[src/rtl/core/vqncs_ram.sv]
// Generic simple dual-port RAM: one write port, one read port, registered read.
// No dependencies.
module vqncs_ram #(
   parameter int WIDTH = 16,
   parameter int DEPTH = 16,
   localparam int AW   = (DEPTH > 1) ? $clog2(DEPTH) : 1
) (
   input  logic             clock,
   input  logic             wr_en,
   input  logic [AW-1:0]    wr_addr,
   input  logic [WIDTH-1:0] wr_data,
   input  logic [AW-1:0]    rd_addr,
   output logic [WIDTH-1:0] rd_data
);

   logic [WIDTH-1:0] mem [DEPTH];
   logic [WIDTH-1:0] rd_data_ff;

   always_ff @(posedge clock) begin
      if (wr_en) begin
         mem[wr_addr] <= wr_data;
      end
      rd_data_ff <= mem[rd_addr];
   end

   assign rd_data = rd_data_ff;

endmodule

[config.mk]
export PLATFORM = sky130hd
export DESIGN_NAME = vqncs_ram
export DESIGN_NICKNAME = d
export VERILOG_FILES = /design/src/rtl/core/vqncs_ram.sv
export SDC_FILE = /design/constraint.sdc
export NUM_CORES = 1
export LEC_CHECK = 0
export ABC_CLOCK_PERIOD_IN_PS = 2500
export BUFFER_PORTS_ARGS = -buffer_cell sky130_fd_sc_hd__buf_2
export CORE_MARGIN = 2
export CORE_UTILIZATION = 36
export CTS_CLUSTER_SIZE = 25
export DETAILED_ROUTE_END_ITERATION = 8
export GPL_TIMING_DRIVEN = 0
export PLACE_DENSITY = 0.6
export SLEW_MARGIN = 20
export SYNTH_ARGS = -nofsm -noshare
export SYNTH_HDL_FRONTEND = slang
export SYNTH_SLANG_ARGS = --single-unit
export TNS_END_PERCENT = 1
[constraint.sdc]
create_clock -name clock -period 2.5 [get_ports clock]
set_clock_uncertainty 0.05 [all_clocks]
set_input_delay 0.25 -clock clock [delete_from_list [all_inputs] [get_ports clock]]
set_output_delay 0.25 -clock clock [all_outputs]
set_load 0.01 [all_outputs]
==> impl_metrics.ini, run 1 <==
[cells_and_area]
fillCellCount = 2385
finalInstanceArea_mm2 = 0.01187
area_growth_pct = 18.20
final_layout_size_suffix_gt1_share_pct = 32.28
fin_nets = 544
diodes = 0
post-route-util_pct = 42.97
final_cells = 917

[timing]
worst-slew-pin-transition_ns = 0.8987
drv_slew = 0
post-route-period-util_pct = 64.36
clock.fmax_ghz = 0.6215
post-route-min-period_ns = 1.609
final-setup-viol-count = 0
finalHoldViolCount = 0
grt_setup_unrepaired = no
relSlewSlack_pct = 40.09

[run]
maxCapViolations = 0

[global_routing]
antenna_found_initial = 1
track_usage_pct = 14.62
overflow = 0
grt_pass1_vias = 4883
grt_max_degree = 17
grt_pass1_wl_um = 30860

[synthesis]
ys_top_cells_by_count = edfxtp_1, mux4_2, a22oi_1
synth_area_leaders = edfxtp_1, mux4_2, dfxtp_1
synthFlopType = edfxtp_1
syn_area_per_cell_um2 = 23.25
synth_seq_area_share_pct = 79.73
synth-seq-cells = 272
yosys.area.top_type = edfxtp_1
synth_edf_count = 256
yosysUniqueCellTypes = 19
syn_nets = 458
yosys_warnings = 0
synth_top_cell_area_share_pct = 76.54
synth.most_common_cell = edfxtp_1
post_synth_instance_area_mm2 = 0.01004
synth-async-reset-ratio_pct = 0
syn_inst = 432

[hold_path]
hold_class = in2reg
hold_end = mem[7][4]
hold_depth = 1
min-delay-start = wr_data[4]

[clock_tree]
cts_inserted_buffers = 28
insertion_delay_ns = 0.54
cts_resized = 0
cts_tree = done
cts.sinks = 272
cts-htree-levels = 1
postCtsSetupBuffers = 0
cts_root_buf = clkbuf_16
clkTransAtPathRegs_ns = 0.06
cts_hold_buf = 0
clk_path_buf_depth = 3

[pwr]
peakVddDrop_mv = 0.5811
p_comb_share_pct = 5.0
p_int_uw = 7615
p_seq_share_pct = 53.7
p_total_uw = 9533
power.leakage_uw = 0.003831
power_switching_uw = 1918
powerDensity_mw_per_mm2 = 803.0
clkPwrFrac_pct = 41.2
switching_share_pct = 20.12

[die]
die_x_um = 171.0
die_h_um = 171.0
core-area_mm2 = 0.02763
ios = 42
row_count = 61
die_area_mm2 = 0.02925
start_util_pct = 36.35

[critical_path]
cp.arrival_ns = 1.98
cp-startpoint = rd_addr[1]
startpoint_type = input pin
worstPathCellList = buf_2 > buf_1 > mux4_2 > a22oi_1 > nand2_1
cp-end-kind = register
path_max_fanout = 10
timing.rr.end = rd_data[9]
reg2reg_setup_slack_ns = 1.09
worst_path_max_delay_cell = buf_1
cp_slowest_stage_delay_ns = 0.71
reg2regPathDepth = 3
r2r-start = mem[3][9]
cp.required_ns = 2.87
crit_type = in2reg

[routing]
via_count = 4654
antenna_left = 0
drtPass1Iterations = 4
wl_met2_um = 10210
viasPerCell = 5.075
drt_iter0_markers = 512
routed_wirelength_um = 20870
route.met3.wl_um = 1109
wl_per_cell_um = 22.76
maxUsedRoutingLayer = met5
drcViolationCount = 0
wl_met1_um = 9109

[placement]
hpwl_um = 13370
placed_area_mm2 = 0.01099
io_buffers = 39
gp_congestion = 0.7164
placed_cells = 866

[status]
outcome = finished, final reports clean
-- power by group through the flow --
stage,combinational [uW],clock [uW],sequential (uW)
5_1_grt,524,4200,5130
6_report,480,3930,5120
3_5_place_dp,489,0,5220
2_1_floorplan,249,0,5230
4_1_cts,490,4010,5120
3_3_place_gp,454,0,5210
-- worst max-delay path by stage --
stage | endpoint | depth (start not counted)
after global placement | mem[0][8] | 3
after global routing | rd_data[13] | 5
after CTS | rd_data[9] | 5
after floorplan | mem[0][0] | 2
after detailed placement | rd_data[5] | 5
final | rd_data[5] | 5
-- logic make-up (layout without fill, tap and decap cells) --
group | Yosys count | in the layout | share of synthesized area (%)
compound gates | 32 | 32 | 2.392
buf+inv | 21 | 128 | 1.233
flops | 272 | 272 | 79.73
mux | 64 | 64 | 14.73
simple gates | 43 | 43 | 1.918
-- final cells by class --
class | count | area (um^2) | share of cell area (%)
flip-flops and latches | 272 | 8008 | 67.45
multi-input cells | 139 | 1977 | 16.65
clock buffers | 38 | 758.2 | 6.387
well taps | 378 | 473.0 | 3.984
repair buffers | 56 | 412.9 | 3.478
plain buffers | 21 | 123.9 | 1.043
clock inverters | 13 | 118.9 | 1.001
-- stage by stage --
| step | worst slack (ns) | TNS (ns) | hold WS, ns |
|---|---|---|---|
| detailed placement | 0.3448 | 0 | 0.5805 |
| floorplan | 0.1449 | 0 | 0.2989 |
| global route | 0.7793 | 0 | 0.02571 |
| CTS | 0.8961 | 0 | 0.001828 |
| finish | 0.8910 | 0 | 0.03034 |
| global placement | -1.190 | -76.12 | 0.5618 |
-- sequential cells by signal, summed over array words and instances (netlist names) --
| name | flops |
|---|---|
| rd_data | 16 |
| mem | 256 |
-- worst max-delay path, delay by kind of cell --
kind | cells | cell delay [ns]
AOI/OAI and AO/OA | 1 | 0.27
and+or+nand+nor | 1 | 0.10
muxes | 1 | 0.41
buffers and inverters | 2 | 0.94
-- placed cells by master (no fill, tap or decap) --
cell type / n
nor2_1: 1
mux4_1: 10
clkinv_2: 4
or3b_2: 1
nand3b_1: 2
clkinv_8: 1
and2_1: 1
dfxtp_1: 16
edfxtp_1: 256
nor2_4: 3
buf_1: 3
clkbuf_16: 28
buf_6: 10
nor2b_1: 2
clkinv_1: 6
mux4_2: 54
nor3_2: 4
nand3_1: 1
a22oi_1: 32
clkbuf_8: 2
nor2_2: 9
nand2_1: 17
clkbuf_1: 16
nand2b_1: 2
buf_8: 9
buf_4: 5
bufinv_16: 2
buf_2: 42
-- metal layers --
metal,up-vias,track usage (%)
met3,44,2.545
met2,137,24.05
li1,2021,-
met5,-,0
met1,2450,20.18
met4,2,4.016
Power figures use the tool's default switching activity.
==> run 2, diff against run 1 <==
--- a/config.mk
+++ b/config.mk
@@ -5,14 +5,14 @@
 export SDC_FILE = /design/constraint.sdc
 export NUM_CORES = 1
 export LEC_CHECK = 0
-export ABC_CLOCK_PERIOD_IN_PS = 2500
+export ABC_CLOCK_PERIOD_IN_PS = 1600
 export BUFFER_PORTS_ARGS = -buffer_cell sky130_fd_sc_hd__buf_2
 export CORE_MARGIN = 2
 export CORE_UTILIZATION = 36
 export CTS_CLUSTER_SIZE = 25
 export DETAILED_ROUTE_END_ITERATION = 8
 export GPL_TIMING_DRIVEN = 0
-export PLACE_DENSITY = 0.6
+export PLACE_DENSITY = 0.58
 export SLEW_MARGIN = 20
 export SYNTH_ARGS = -nofsm -noshare
 export SYNTH_HDL_FRONTEND = slang
==> constraint.sdc (replaced) <==
create_clock -name clock -period 1.6 [get_ports clock]
set_clock_uncertainty 0.05 [all_clocks]
set_input_delay 0.16 -clock clock [delete_from_list [all_inputs] [get_ports clock]]
set_output_delay 0.16 -clock clock [all_outputs]
set_load 0.01 [all_outputs]
==> run 2 against run 1 <==
  * Critical path type unchanged
  * Via count is 0.24% higher
  * Global-route usage is 0.19 points lower
  * Cell area is 2.4% higher
  * Die area stayed put
  * Clock power is 72% higher
==> impl_metrics.ini, run 2 (same netlist as run 1, synthesis figures left out) <==
[status]
outcome = finished, final reports clean

[placement]
io_buffers = 39
gp_congestion = 0.7062
hpwl_um = 13760
dp_slack_ns = -0.4705
placed_cells = 867

[routing]
antenna_left = 0
drt_iter0_markers = 465
viasPerCell = 4.989
routed_wirelength_um = 20390
wl_per_cell_um = 21.81
via_count = 4665
drtPass1Iterations = 5
drcViolationCount = 0

[cells_and_area]
post-route-util_pct = 43.98
final_cells = 935
area_growth_pct = 20.99
diodes = 0
final_common_cell = edfxtp_1
fin_nets = 561
layout_common_cells = edfxtp_1, mux4_2, buf_2
largest-register = mem
final_layout_size_suffix_gt1_share_pct = 33.03
largest_reg_flops = 256

[pwr]
peakVddDrop_mv = 0.7615
power.leakage_uw = 0.003972
powerDensity_mw_per_mm2 = 1277

[global_routing]
overflow = 0
antenna_found_initial = 0
grt_max_degree = 17
grt_pass1_vias = 4939
grt_pass1_wl_um = 30740
track_usage_pct = 14.42

[die]
die_x_um = 171.0
row_count = 61
ios = 42
core-area_mm2 = 0.02763
start_util_pct = 36.35
die_area_mm2 = 0.02925
die_h_um = 171.0

[timing]
worst-slew-pin-transition_ns = 0.8642
setup_slack_ns = 0.1471
drv_slew = 0
finalHoldViolCount = 0
relSlewSlack_pct = 42.39
grt_setup_unrepaired = no
final.setup.tns_ns = 0
final-setup-viol-count = 0
post-route-min-period_ns = 1.453
clock.fmax_ghz = 0.6883
post-route-period-util_pct = 90.81

[critical_path]
cp.required_ns = 2.02
reg2reg_setup_slack_ns = 0.20
reg2regPathDepth = 3
cp_slowest_stage_delay_ns = 0.62
worstPathCellList = buf_2 > nor2_1 > clkbuf_1 > a22oi_1 > nand2_1
crit_type = in2reg
r2r-start = mem[2][10]
path_delay_family = buffers and inverters
cp.arrival_ns = 1.87
cp-end-kind = register
critPathBufInv = 2
worst_path_max_delay_cell = clkbuf_1
timing.rr.end = rd_data[10]
path_max_fanout = 10
startpoint_type = input pin

[clock_tree]
cts_inserted_buffers = 28
clkTransAtPathRegs_ns = 0.06
insertion_delay_ns = 0.53
cts-htree-levels = 1
cts.sinks = 272
clk_path_buf_depth = 3
cts_tree = done
cts_root_buf = clkbuf_16

[run]
maxCapViolations = 0

[hold_path]
min-delay-start = wr_addr[1]
hold_depth = 2
hold_class = in2reg
hold_end = mem[4][8]
-- run 2: worst max-delay path by stage --
stage	from	endpoint	slack (ns)	cells past startpoint
3_5_place_dp	rd_addr[2]	rd_data[8]	-0.47	5
4_1_cts	rd_addr[1]	rd_data[8]	0.10	5
3_3_place_gp	wr_en	mem[12][15]	-1.57	3
6_report	rd_addr[2]	rd_data[8]	0.15	5
2_1_floorplan	wr_addr[3]	mem[4][0]	-0.36	2
5_1_grt	rd_addr[1]	rd_data[5]	0.01	5
-- run 2: cell type report --
class | count | area, um^2
buffer | 21 | 123.9
multi-input combinational | 139 | 1974
clock inverter | 12 | 160.2
tap | 378 | 473.0
fill | 2388 | 15480
clock buffer | 40 | 817.0
sequential | 272 | 8008
timing repair buffer | 73 | 595.6
-- run 2: power breakdown --
| group | internal (uW) | switching [uW] |
|---|---|---|
| logic | 336 | 441 |
| clock network | 4180 | 2560 |
| registers | 7960 | 36.7 |
| total | 12500 | 3030 |
-- run 2: through the flow --
step / power [uW] / cell area, um^2 / hold slack, ns
6_report: 15520 / 12150 / 0.08188
5_1_grt: 16040 / 12150 / 0.09409
4_1_cts: 15660 / 12150 / 0.06667
3_5_place_dp: 8922 / 11010 / 0.4953
3_3_place_gp: 8858 / 10720 / 0.4772
2_1_floorplan: 8562 / 10050 / 0.2089
-- run 2: worst register-to-register path, stage by stage, from the launching register on --
cell and delay [ns]:
edfxtp_1 0.37, mux4_1 0.52, a22oi_1 0.24, nand2_1 0.10
-- run 2: repair_timing --
item | 4_1_cts | 5_1_grt
hold endpoints to repair | 256 | 0
resized for setup | 0 | 0
hold buffers | 16 | 0
buffers inserted | 0 | 0
endpoints found under the setup margin | 0 | 0
-- run 2: per-layer routing --
metal  wire length, um  vias to the layer above  global-route usage (%)
li1                  -                     2052                       -
met1              9438                     2457                   20.63
met2              9633                      120                   23.19
met3               919                       36                   2.498
met4               399                        0                   3.427
met5                 0                        -                       0
==> run 3, diff against run 2 <==
--- a/config.mk
+++ b/config.mk
@@ -13,6 +13,7 @@
 export DETAILED_ROUTE_END_ITERATION = 8
 export GPL_TIMING_DRIVEN = 0
 export PLACE_DENSITY = 0.58
+export RECOVER_POWER = 25
 export SLEW_MARGIN = 20
 export SYNTH_ARGS = -nofsm -noshare
 export SYNTH_HDL_FRONTEND = slang
==> run 3 against run 2 <==
  * Via count grew 0.45%
  * Non-clock buffer count stayed put
  * Final cell count unchanged
  * Critical path depth unchanged
  * Core utilization about the same
  * Critical path type unchanged
  * Critical endpoint is now rd_data[7]
==> impl_metrics.ini, run 3 (same netlist as run 1, synthesis figures left out) <==
[timing]
drv_slew = 0
final-setup-viol-count = 0
post-route-period-util_pct = 91.37
worst-slew-pin-transition_ns = 0.8828
clock.fmax_ghz = 0.6841
hold_slack_ns = 0.08421
grt_setup_unrepaired = no
post-route-min-period_ns = 1.462
relSlewSlack_pct = 41.14
finalHoldViolCount = 0

[pwr]
clkPwrFrac_pct = 43.4
peakVddDrop_mv = 0.7612
switching_share_pct = 19.57
p_seq_share_pct = 51.6
p_comb_share_pct = 5.0
powerDensity_mw_per_mm2 = 1278
power.leakage_uw = 0.003947
p_total_uw = 15520
power_switching_uw = 3036
p_int_uw = 12480

[cells_and_area]
layout_common_cells = edfxtp_1, mux4_2, buf_2
post-route-util_pct = 43.94
largest-register = mem
fin_nets = 561
diodes = 0
largest_reg_flops = 256
final_common_cell = edfxtp_1
fillCellCount = 2389
multi_input_area_mm2 = 0.001974
area_growth_pct = 20.88
final_layout_size_suffix_gt1_share_pct = 31.42
regArea_mm2 = 0.008008

[die]
core-area_mm2 = 0.02763
ios = 42
die_h_um = 171.0
row_count = 61
start_util_pct = 36.35
die_x_um = 171.0
die_area_mm2 = 0.02925

[clock_tree]
cts_tree = done
clkTransAtPathRegs_ns = 0.06
cts-htree-levels = 1
cts.sinks = 272
cts_root_buf = clkbuf_16
clk_path_buf_depth = 3
insertion_delay_ns = 0.53
postCtsSetupBuffers = 0
cts_resized = 0
cts_inserted_buffers = 28

[critical_path]
path_max_fanout = 10
startpoint_type = input pin
cp-end-kind = register
reg2regPathDepth = 3
cp.required_ns = 1.96
crit_type = in2reg
cp.arrival_ns = 1.82

[hold_path]
hold_depth = 2
hold_class = in2reg

[global_routing]
antenna_found_initial = 0
grt_pass1_wl_um = 30740
overflow = 0
grt_pass1_vias = 4939
grt_max_degree = 17
track_usage_pct = 14.42

[status]
outcome = finished, final reports clean

[placement]
io_buffers = 39
hpwl_um = 13760
gp_congestion = 0.7062

[routing]
via_count = 4686
drtPass1Iterations = 5
routed_wirelength_um = 20400
drcViolationCount = 0
antenna_left = 0
wl_per_cell_um = 21.82
drt_iter0_markers = 453
viasPerCell = 5.012

[run]
maxCapViolations = 0
## run 3: per-stage QoR
step / cells / setup slack [ns] / TNS [ns] / cell area (um^2)
final: 935 / 0.1381 / 0 / 12140
after floorplan: 432 / -0.3639 / -24.08 / 10050
after global placement: 849 / -1.569 / -244.86 / 10720
after CTS: 935 / 0.1045 / 0 / 12150
after global routing: 935 / 0.01474 / 0 / 12140
after detailed placement: 867 / -0.4705 / -41.82 / 11010
## run 3: area by class of cell
type / instances / area share [%]
flip-flops and latches: 272 / 65.96
multi-input cells: 139 / 16.26
clock buffers: 40 / 6.730
repair buffers: 73 / 4.813
well taps: 378 / 3.896
clock inverters: 12 / 1.319
plain buffers: 21 / 1.020
## run 3: power groups by stage
stage | sequential [uW] | clock [uW] | combinational [uW]
6_report | 8000 | 6740 | 774
5_1_grt | 8010 | 7180 | 845
4_1_cts | 8000 | 6860 | 798
3_5_place_dp | 8160 | 0 | 767
3_3_place_gp | 8150 | 0 | 711
2_1_floorplan | 8170 | 0 | 389
## run 3: critical path: stages
cell and delay, ns:
buf_2 0.23, buf_1 0.70, mux4_2 0.44, a22oi_1 0.20, nand2_1 0.09
## run 3: what timing repair did
| item | 4_1_cts | 5_1_grt |
|---|---|---|
| hold endpoints to repair | 256 | 0 |
| setup endpoints to repair | 0 | 0 |
| hold buffers | 16 | 0 |
## run 3: routing by layer
layer / routed length (um) / share of wire, % / track usage, % / vias up
li1: - / - / - / 2053
met1: 9415 / 46 / 20.63 / 2479
met2: 9693 / 48 / 23.19 / 118
met3: 892 / 4.4 / 2.498 / 36
met4: 399 / 2.0 / 3.427 / 0
met5: 0 / 0 / 0 / -
## run 3: path summary, 6_finish.rpt
path | start | to | slack (ns)
worst max-delay path | rd_addr[1] | rd_data[7] | 0.14
worst min-delay path | wr_addr[1] | mem[4][8] | 0.08
worst max register to register | mem[2][10] | rd_data[10] | 0.20
worst min register to register | mem[15][0] | rd_data[0] | 0.62
