[src/rtl/core/vqncs_pkg.sv]
// Shared types and constants for the nearest-codeword search block.
// No dependencies; imported by the datapath, the top level and the checker.
package vqncs_pkg;

   // Field widths fixed by the interface
   localparam int OP_W       = 1;
   localparam int CW_IDX_W   = 8;
   localparam int ELEM_W     = 4;
   localparam int DIMS_CFG_W = 5;
   localparam int NCW_CFG_W  = 9;
   localparam int CSR_IDX_W  = 1;
   localparam int CSR_DATA_W = 9;

   // Operation codes
   localparam logic [OP_W-1:0] OP_LOAD  = 1'b0;
   localparam logic [OP_W-1:0] OP_QUERY = 1'b1;

   // Register indexes
   localparam logic [CSR_IDX_W-1:0] CSR_DIMS      = 1'b0;
   localparam logic [CSR_IDX_W-1:0] CSR_CODEWORDS = 1'b1;

   // Register reset values
   localparam logic [DIMS_CFG_W-1:0] DIMS_RESET = 5'd16;
   localparam logic [NCW_CFG_W-1:0]  NCW_RESET  = 9'd256;

   // Control from the sequencer to the distance pipeline
   typedef struct packed {
      logic start;      // clear accumulator and best-so-far
      logic issue;      // a codebook/query read pair was issued this cycle
      logic elem_last;  // issued read is the last element of its codeword
   } vqncs_ctl_type;

endpackage

[src/rtl/core/vqncs_datapath.sv]
// Distance pipeline: difference, square, per-codeword accumulate, best-so-far compare.
// Depends on vqncs_pkg; fed by the two RAM read ports under control of the top level.
module vqncs_datapath #(
   parameter int MAX_DIMS      = 16,
   parameter int MAX_CODEWORDS = 256,
   parameter int SAMPLE_WIDTH  = 16,
   localparam int CW_W         = (MAX_CODEWORDS > 1) ? $clog2(MAX_CODEWORDS) : 1
) (
   input  logic                           clock,
   input  logic                           reset,
   input  vqncs_pkg::vqncs_ctl_type       ctl,
   input  logic [CW_W-1:0]                issue_cw,
   input  logic signed [SAMPLE_WIDTH-1:0] cb_data,
   input  logic signed [SAMPLE_WIDTH-1:0] q_data,
   output logic                           busy,
   output logic [CW_W-1:0]                best_cw
);
   import vqncs_pkg::*;

   localparam int DIFF_W = SAMPLE_WIDTH + 1;
   localparam int SQ_W   = 2 * SAMPLE_WIDTH;
   localparam int ACC_W  = SQ_W + ((MAX_DIMS > 1) ? $clog2(MAX_DIMS) : 1) + 1;

   // stage 1: RAM data valid
   logic                     s1_valid_ff, s1_last_ff;
   logic [CW_W-1:0]          s1_cw_ff;
   // stage 2: difference
   logic                     s2_valid_ff, s2_last_ff;
   logic [CW_W-1:0]          s2_cw_ff;
   logic signed [DIFF_W-1:0] diff_ff, diff_in;
   // stage 3: square
   logic                     s3_valid_ff, s3_last_ff;
   logic [CW_W-1:0]          s3_cw_ff;
   logic [SQ_W-1:0]          sq_ff, sq_in;
   logic signed [2*DIFF_W-1:0] prod;
   // stage 4: accumulate, then compare
   logic [ACC_W-1:0]         acc_ff, sum;
   logic                     tot_valid_ff;
   logic [ACC_W-1:0]         total_ff;
   logic [CW_W-1:0]          tot_cw_ff;
   logic [ACC_W-1:0]         best_dist_ff;
   logic [CW_W-1:0]          best_cw_ff;

   assign diff_in = DIFF_W'(q_data) - DIFF_W'(cb_data);
   assign prod    = diff_ff * diff_ff;
   assign sq_in   = prod[SQ_W-1:0];   // |diff| < 2**SAMPLE_WIDTH, so the square fits
   assign sum     = acc_ff + ACC_W'(sq_ff);

   always_ff @(posedge clock) begin
      if (reset) begin
         s1_valid_ff  <= 1'b0;
         s2_valid_ff  <= 1'b0;
         s3_valid_ff  <= 1'b0;
         tot_valid_ff <= 1'b0;
         acc_ff       <= '0;
         best_dist_ff <= '1;
         best_cw_ff   <= '0;
      end else begin
         s1_valid_ff  <= ctl.issue;
         s2_valid_ff  <= s1_valid_ff;
         s3_valid_ff  <= s2_valid_ff;
         tot_valid_ff <= s3_valid_ff && s3_last_ff;

         if (ctl.start) begin
            acc_ff <= '0;
         end else if (s3_valid_ff) begin
            acc_ff <= s3_last_ff ? '0 : sum;
         end

         if (ctl.start) begin
            best_dist_ff <= '1;
            best_cw_ff   <= '0;
         end else if (tot_valid_ff && (total_ff < best_dist_ff)) begin
            // strict less-than: earlier codeword wins a tie
            best_dist_ff <= total_ff;
            best_cw_ff   <= tot_cw_ff;
         end
      end
   end

   // payload of the pipeline, no reset
   always_ff @(posedge clock) begin
      s1_last_ff <= ctl.elem_last;
      s1_cw_ff   <= issue_cw;
      s2_last_ff <= s1_last_ff;
      s2_cw_ff   <= s1_cw_ff;
      diff_ff    <= diff_in;
      s3_last_ff <= s2_last_ff;
      s3_cw_ff   <= s2_cw_ff;
      sq_ff      <= sq_in;
      total_ff   <= sum;
      tot_cw_ff  <= s3_cw_ff;
   end

   assign busy    = s1_valid_ff || s2_valid_ff || s3_valid_ff || tot_valid_ff;
   assign best_cw = best_cw_ff;

endmodule

[config.mk]
export PLATFORM = sky130hd
export DESIGN_NAME = vqncs_datapath
export DESIGN_NICKNAME = d
export VERILOG_FILES = /design/src/rtl/core/vqncs_pkg.sv /design/src/rtl/core/vqncs_datapath.sv
export SDC_FILE = /design/constraint.sdc
export NUM_CORES = 1
export LEC_CHECK = 0
export BUFFER_PORTS_ARGS = -buffer_cell sky130_fd_sc_hd__buf_2
export CAP_MARGIN = 20
export CORE_MARGIN = 8
export CORE_UTILIZATION = 55
export CTS_CLUSTER_DIAMETER = 60
export DETAILED_ROUTE_END_ITERATION = 12
export PLACE_DENSITY = 0.72
export SLEW_MARGIN = 5
export SYNTH_ARGS = -nofsm -noshare
export SYNTH_HDL_FRONTEND = slang
export SYNTH_SLANG_ARGS = --single-unit
[constraint.sdc]
create_clock -name clock -period 13.02 [get_ports clock]
set_input_delay 0 -clock clock [delete_from_list [all_inputs] [get_ports clock]]
set_output_delay 0 -clock clock [all_outputs]
set_load 0.02 [all_outputs]
==> flow_summary.ini, run 1 <==
[timing]
relSlewSlack_pct = 36.0
min_period_ns = 6.67
report.final.hold_viol_count = 0
finalSetupTns_ns = 0
timing.fmax_mhz = 150
rsz0062_at_grt = no
setup_viol = 0
worst_pin_slew_ns = 0.961
drv_slew = 0
fin_crit_sh_pct = 51.2
fin_skew_ns = 0.0135

[clock_network]
clkLatencyLatePin_ns = 0.55
clkSinkCount = 206
cts_buffers = 25
cts-root-buf = clkbuf_16
clockBufferDepth = 3
hold_buffers = 55
cts_tree = yes
htree_levels = 1
cts_resized = 0
clk_pin_slew_worst_paths_ns = 0.06
postCtsSetupRepairBufs = 0

[drt]
totalWireLength_microns = 39700
dr_total_vias = 13600
drc_errors = 0
post_drt_wl_per_cell_microns = 15.5
drt_iter0_drc = 600
via_per_inst = 5.29
first_pass_iters = 7
postRouteAntennaNets = 0

[hold_path]
hp-start = cb_data[2]
hold_path_class = in2reg
hold-path-endpoint = diff_ff[3]
holdPathStages = 5

[die]
rows = 67
die_area_sq_um = 40000
io_pins = 54
die_y_microns = 200
core_sq_um = 33400
fp.dieW_microns = 200
start_util_pct = 55.7

[synthesis]
synth-edff-count = 0
syn_inst = 2028
syn-cell-area_sq_um = 18600
avgSynthCellArea_sq_um = 9.19
synth_nets = 2499
synth-seq-cells = 206
synth_cell_types = 77
yosysSeqAreaShare_pct = 22.1
synthFlopType = dfxtp_1
synthArstFlopShare_pct = 0
yosysWarnings = 0

[critical_path]
rrSetupSlack_ns = 6.35
worstPathArrival_ns = 7.10
worstPathRequired_ns = 13.44
startpoint_type = flop
r2r_cells = 21
crit_path_end_kind = flop
reg2reg_from = diff_ff[3]
cp_max_fo = 16
crit_type = reg2reg
r2r_end = sq_ff[30]

[placed_design]
portBuffers = 53
hpwl_microns = 30600
routabilityCongestion = 0.929

[run_status]
status = completed

[flow_run]
maxCapViolCount = 0

[global_routing]
grt_max_degree = 52
grt_usage_pct = 20.1
grt_overflow_total = 0
grt_pass1_vias = 14700
grt_antenna_before_repair = 0
grt_pass1_wl_microns = 68500

[finish]
final_cell_mix = 404 x inv_1, 257 x fa_1, 206 x dfxtp_1
num-nets-final = 2572
antenna_cells = 0
drive_above_1_share_pct = 6.27
areaGrowthSynthToFinish_pct = 11.1
final_common_cell = inv_1
[registers in the layout, summed over array words and instances (netlist names), 17 cells and up]
signal        count
best_dist_ff     37
total_ff         37
diff_ff          17
acc_ff           37
sq_ff            31
[cells by family (layout without fill, tap and decap cells)]
family | Yosys count | after routing | share of synthesized area (%)
AOI/OAI and AO/OA | 302 | 302 | 10.3
xor gates and xnor gates | 92 | 92 | 4.32
adders and majority gates | 426 | 426 | 38.9
buffers and inverters | 474 | 566 | 9.78
DFF | 206 | 206 | 22.1
muxes | 2 | 2 | 0.114
and+or+nand+nor | 526 | 526 | 14.4
[worst max-delay path, stage by stage (launching register included)]
cell	delay (ns)
dfxtp_1	0.78
inv_1	0.29
nor2_1	0.25
inv_1	0.09
fa_1	0.49
fa_1	0.42
fa_1	0.48
inv_1	0.06
fa_1	0.48
fa_1	0.49
inv_1	0.05
fa_1	0.47
inv_1	0.04
ha_1	0.35
and3_1	0.23
nand3_1	0.09
o31ai_1	0.59
a21oi_1	0.19
a21oi_1	0.32
nor2b_1	0.19
a211oi_1	0.07
xnor2_1	0.13
[final cells by class]
cell class              count  area, sq um
clock inverters            20          287
repair buffers            115          868
flip-flops and latches    206         4120
multi-input cells        1348        12700
inverters                 405         1520
well taps                 448          561
clock buffers              26          639
fillers                  2718        12700
[how the worst max path moves through the flow]
stage	start	endpoint	cells past startpoint
6_report	diff_ff[3]	sq_ff[30]	21
5_1_grt	diff_ff[3]	sq_ff[30]	21
4_1_cts	diff_ff[16]	sq_ff[29]	18
3_5_place_dp	diff_ff[16]	sq_ff[29]	18
3_3_place_gp	diff_ff[7]	sq_ff[21]	23
2_1_floorplan	diff_ff[16]	sq_ff[29]	23
[synthesized netlist by cell type, types with 3 or more instances]
cell / instances / share of area (%)
clkbuf_1: 55 / 1.1
dfxtp_1: 206 / 22
nand3_1: 106 / 2.8
and3_1: 8 / 0.27
nor4b_1: 4 / 0.19
nand4_1: 12 / 0.40
nand2b_1: 21 / 0.70
o21bai_1: 7 / 0.28
a21oi_1: 98 / 2.6
o21ai_2: 4 / 0.19
a31oi_1: 10 / 0.34
ha_1: 169 / 11
o21a_1: 12 / 0.48
o22ai_1: 3 / 0.10
buf_4: 3 / 0.12
or2_2: 4 / 0.13
xor2_1: 27 / 1.3
nor2b_1: 49 / 1.6
o31ai_1: 3 / 0.12
or3_1: 10 / 0.34
buf_2: 4 / 0.11
a211o_1: 4 / 0.19
fa_1: 257 / 28
o221ai_1: 3 / 0.14
a211oi_1: 6 / 0.24
inv_1: 404 / 8.1
and2_1: 57 / 1.9
or4_1: 3 / 0.12
a2111oi_0: 5 / 0.23
a21o_1: 40 / 1.6
o21ai_1: 13 / 0.35
nand4b_1: 3 / 0.14
nor2_1: 89 / 1.8
nor3_1: 22 / 0.59
o211ai_1: 8 / 0.32
xnor2_1: 65 / 3.1
o21ai_0: 60 / 1.6
nand3b_1: 10 / 0.40
nand2_1: 117 / 2.4
[routing by layer]
layer	share of wire, %	up-vias	track usage, %
met3	4.5	84	2.73
met2	48	319	35.1
met5	0	-	0
li1	-	6591	-
met1	44	6599	25.4
met4	2.9	0	6.75
[metrics by stage]
step                area, sq um  hold WS, ns  setup WS, ns  utilization (%)  instances
finish                    20700       0.0174          6.35             61.9       2568
detailed placement        19200        0.104          6.49             57.5       2467
floorplan                 18600       0.0277          7.03                -       2028
global placement          19200        0.103          6.58             57.5       2467
global route              20700       0.0462          5.99             61.9       2568
CTS                       20700      0.00515          6.46             61.9       2568
Power of run 1 is left out: the tool's default activity adds up to more than one toggle a clock period on the data nets, which glitch-free logic cannot reach.
==> inputs of run 2 (changes only) <==
--- a/config.mk
+++ b/config.mk
@@ -11,7 +11,7 @@
 export CORE_UTILIZATION = 55
 export CTS_CLUSTER_DIAMETER = 60
 export DETAILED_ROUTE_END_ITERATION = 12
-export PLACE_DENSITY = 0.72
+export PLACE_DENSITY = 0.75
 export SLEW_MARGIN = 5
 export SYNTH_ARGS = -nofsm -noshare
 export SYNTH_HDL_FRONTEND = slang
==> constraint.sdc (replaced) <==
create_clock -name clock -period 5.9 [get_ports clock]
set_input_delay 0 -clock clock [delete_from_list [all_inputs] [get_ports clock]]
set_output_delay 0 -clock clock [all_outputs]
set_load 0.02 [all_outputs]
==> flow_summary.ini, run 2 (synthesized netlist as in run 1, its figures left out) <==
[run_status]
status = completed

[timing]
worst_pin_slew_ns = 1.00
fin_crit_sh_pct = 98.1
hold_slack_ns = 0.0202
min_period_ns = 5.78
report.final.hold_viol_count = 0
fin_skew_ns = 0.0120
drv_slew = 0
timing.fmax_mhz = 173
relSlewSlack_pct = 33.4
setup_ws_ns = 0.115
setup_viol = 0

[flow_run]
maxCapViolCount = 0

[finish]
seq_area_sq_um = 4170
num-nets-final = 2654
multi_input_area_sq_um = 13000
fillers = 2532
final_common_cell = inv_1
finalCoreUtilization_pct = 64.6
drive_above_1_share_pct = 13.0
final_area_sq_um = 21600
areaGrowthSynthToFinish_pct = 15.9
antenna_cells = 0
final_cell_mix = 393 x inv_1, 249 x fa_1, 192 x dfxtp_1
reg_top3 = acc_ff x37, best_dist_ff x37, total_ff x37

[placed_design]
placed_area_sq_um = 19700
routabilityCongestion = 0.937
portBuffers = 53
post-place-ws_ns = -0.157
hpwl_microns = 31300

[critical_path]
reg2reg_from = diff_ff[7]
worstPathArrival_ns = 6.20
startpoint_type = flop
crit_path_end_kind = flop
r2r_cells = 22
crit_type = reg2reg
crit_start = diff_ff[7]
cp_max_fo = 8
worstPathRequired_ns = 6.31

[drt]
dr_total_vias = 14100
totalWireLength_microns = 40800
postRouteAntennaNets = 0
drc_errors = 0
first_pass_iters = 6
via_per_inst = 5.31
post_drt_wl_per_cell_microns = 15.4
drt_iter0_drc = 709

[global_routing]
grt_pass1_vias = 14900
grt_pass1_wl_microns = 69200
grt_usage_pct = 20.0
grt_antenna_before_repair = 0
grt_max_degree = 52
grt_overflow_total = 0

[clock_network]
cts-root-buf = clkbuf_16
clkLatencyLatePin_ns = 0.54
clk_pin_slew_worst_paths_ns = 0.07
clkSinkCount = 206
htree_levels = 1
cts_buffers = 23
clockBufferDepth = 3
cts_tree = yes

[die]
die_area_sq_um = 40000
fp.dieW_microns = 200
rows = 67
die_y_microns = 200
core_sq_um = 33400
start_util_pct = 55.7
io_pins = 54

[hold_path]
holdPathStages = 4
hold_path_class = in2reg
hp-start = ctl[2]
[run 2: layer usage]
metal,global-route usage (%),wire [microns],vias to the layer above
met5,0,0,-
met4,6.22,1460,0
met3,2.57,1900,102
met2,35.0,19600,395
met1,25.4,17800,6801
li1,-,-,6753
[run 2: what timing repair did]
action / CTS / global route
pin swaps: 1 / 57
cloned: 0 / 2
buffers inserted: 0 / 20
resized for setup: 10 / 95
endpoints found under the setup margin: 5 / 8
hold buffers: 53 / 0
endpoints found under the hold margin: 29 / 0
[run 2: final timing paths]
| check | to | slack, ns |
|---|---|---|
| setup / recovery | sq_ff[31] | 0.12 |
| hold / removal | best_dist_ff[35] | 0.02 |
| setup reg to reg | sq_ff[31] | 0.12 |
| hold reg to reg | s2_last_ff | 0.33 |
[run 2: final cells by class]
cell class	count	area share (%)
sequential	206	19.3
tap	448	2.59
inverter	405	7.03
clock buffer	28	2.89
multi-input combinational	1348	60.1
clock inverter	14	0.666
timing repair buffer	199	7.40
[run 2: per-stage QoR]
| step | TNS (ns) | instances |
|---|---|---|
| after global placement | -0.105 | 2532 |
| final | 0 | 2648 |
| after detailed placement | -0.425 | 2532 |
| after floorplan | -0.0117 | 2028 |
| after CTS | 0 | 2627 |
| after global routing | -0.155 | 2648 |
[run 2: worst max-delay path: stages (launching register included)]
cell and delay (ns):
dfxtp_4 0.38, buf_12 0.14, and2_4 0.16, inv_1 0.06
fa_1 0.46, fa_1 0.49, fa_1 0.55, inv_2 0.05
fa_1 0.48, fa_1 0.54, inv_1 0.05, fa_1 0.48
inv_1 0.04, ha_1 0.18, a21o_1 0.18, a21o_1 0.19
a21oi_2 0.19, a21oi_2 0.09, a22o_1 0.25, o31ai_2 0.27
o221ai_1 0.16, a21oi_1 0.17, xnor2_1 0.09
Power of run 2 is left out for the same reason.
==> inputs of run 3 (changes only) <==
--- a/config.mk
+++ b/config.mk
@@ -8,10 +8,10 @@
 export BUFFER_PORTS_ARGS = -buffer_cell sky130_fd_sc_hd__buf_2
 export CAP_MARGIN = 20
 export CORE_MARGIN = 8
-export CORE_UTILIZATION = 55
+export CORE_UTILIZATION = 58
 export CTS_CLUSTER_DIAMETER = 60
 export DETAILED_ROUTE_END_ITERATION = 12
-export PLACE_DENSITY = 0.75
+export PLACE_DENSITY = 0.78
 export SLEW_MARGIN = 5
 export SYNTH_ARGS = -nofsm -noshare
 export SYNTH_HDL_FRONTEND = slang
==> flow_summary.ini, run 3 (synthesized netlist as in run 1, its figures left out) <==
[timing]
fin_crit_sh_pct = 96.9
timing.fmax_mhz = 175
report.final.hold_viol_count = 0
drv_slew = 0
relSlewSlack_pct = 36.5
min_period_ns = 5.72
fin_skew_ns = 0.0101
finalSetupTns_ns = 0
hold_slack_ns = 0.0333
worst_pin_slew_ns = 0.952
rsz0062_at_grt = yes
setup_viol = 0

[run_status]
status = completed

[placed_design]
hpwl_microns = 31200
portBuffers = 53
routabilityCongestion = 0.915
place_inst = 2494

[clock_network]
cts_buffers = 23
clkLatencyLatePin_ns = 0.53
cts-root-buf = clkbuf_16
cts_tree = yes
clockBufferDepth = 3
htree_levels = 1
clk_pin_slew_worst_paths_ns = 0.06
clkSinkCount = 206

[die]
start_util_pct = 58.9
die_y_microns = 195
rows = 65
die_area_sq_um = 38100
io_pins = 54
fp.dieW_microns = 195
core_sq_um = 31600

[global_routing]
grt_overflow_total = 0
grt_pass1_wl_microns = 68800
grt_max_degree = 52
grt_pass1_vias = 14900
grt_antenna_before_repair = 0
grt_usage_pct = 21.3

[critical_path]
worstPathArrival_ns = 6.17
endpoint = sq_ff[31]
crit_type = reg2reg
startpoint_type = flop
r2r_cells = 23
worstPathRequired_ns = 6.36
crit_path_end_kind = flop
crit_start = diff_ff[3]
reg2reg_from = diff_ff[3]
r2r_end = sq_ff[31]
rrSetupSlack_ns = 0.18
cp_max_fo = 6

[drt]
drc_errors = 0
totalWireLength_microns = 40200
dr_total_vias = 14000
post_drt_wl_per_cell_microns = 15.5
via_per_inst = 5.39
postRouteAntennaNets = 0
drt_iter0_drc = 633
first_pass_iters = 5

[finish]
final_cell_mix = 403 x inv_1, 256 x fa_1, 194 x dfxtp_1
final_common_cell = inv_1
antenna_cells = 0
drive_above_1_share_pct = 11.3
fin_cells = 2594
num-nets-final = 2647
areaGrowthSynthToFinish_pct = 14.4
reg_top3 = acc_ff x37, best_dist_ff x37, total_ff x37

[flow_run]
maxCapViolCount = 0

[hold_path]
hold_path_class = in2reg
## run 3: cell count changes in the layout (fill, tap and decap cells not counted), moves of 3 or more
cell	previous run	this run
and2_1	52	55
buf_6	8	2
inv_2	11	0
ha_1	160	166
fa_1	249	256
inv_1	393	403
ha_4	8	3
dfxtp_2	3	9
and2_4	5	2
dfxtp_4	11	3
fa_2	8	1
## run 3: worst min-delay path by stage
stage                           start          endpoint  slack, ns  depth (start not counted)
after global placement    issue_cw[1]       s1_cw_ff[1]       0.10                          1
after CTS                 cb_data[12]       diff_ff[13]      0.009                          5
after detailed placement  issue_cw[4]       s1_cw_ff[4]       0.10                          1
after global routing       cb_data[3]        diff_ff[4]       0.05                          7
after floorplan           issue_cw[0]       s1_cw_ff[0]       0.03                          0
final                          ctl[2]  best_dist_ff[31]       0.03                          4
## run 3: area by class of cell
type                       instances  area [sq um]
tap                              402           503
clock inverter                    13           170
clock buffer                      28           634
inverter                         405          1520
sequential                       206          4150
timing repair buffer             192          1490
multi-input combinational       1348         12900
fill                            2377         10300
## run 3: critical path, stage by stage (launching register included)
cell	delay, ns
dfxtp_2	0.38
inv_1	0.09
buf_4	0.17
nor2_2	0.20
ha_4	0.26
xor2_4	0.16
fa_1	0.46
fa_1	0.54
inv_1	0.07
fa_1	0.49
fa_1	0.49
inv_1	0.05
fa_1	0.47
inv_1	0.04
ha_1	0.19
a21o_1	0.19
a21o_1	0.21
a21oi_2	0.15
a21oi_1	0.11
a22o_1	0.26
o31ai_2	0.21
o221ai_1	0.14
a21oi_1	0.17
xnor2_1	0.13
## run 3: stage by stage
stage / setup slack, ns / utilization (%) / cell area, sq um
6_report: 0.185 / 67.4 / 21300
5_1_grt: -0.0739 / 67.4 / 21300
4_1_cts: -0.0151 / 66.7 / 21100
3_5_place_dp: -0.130 / 62.4 / 19700
3_3_place_gp: 0.0150 / 62.4 / 19700
2_1_floorplan: -0.0117 / - / 18600
## run 3: layer usage
layer  up-vias  share of wire, %  global-route usage [%]
met1      6842                43                    25.9
met3        72               4.7                    2.96
met2       335                50                    38.6
li1       6740                 -                       -
met4         0               2.4                    6.68
met5         -                 0                       0
## run 3: repair_timing
item,CTS,global route
gates resized for setup,6,47
pin swaps,0,19
endpoints found under the setup margin,4,9
buffers inserted,0,5
hold buffers,53,0
endpoints found under the hold margin,29,0
Power of run 3 is left out for the same reason.
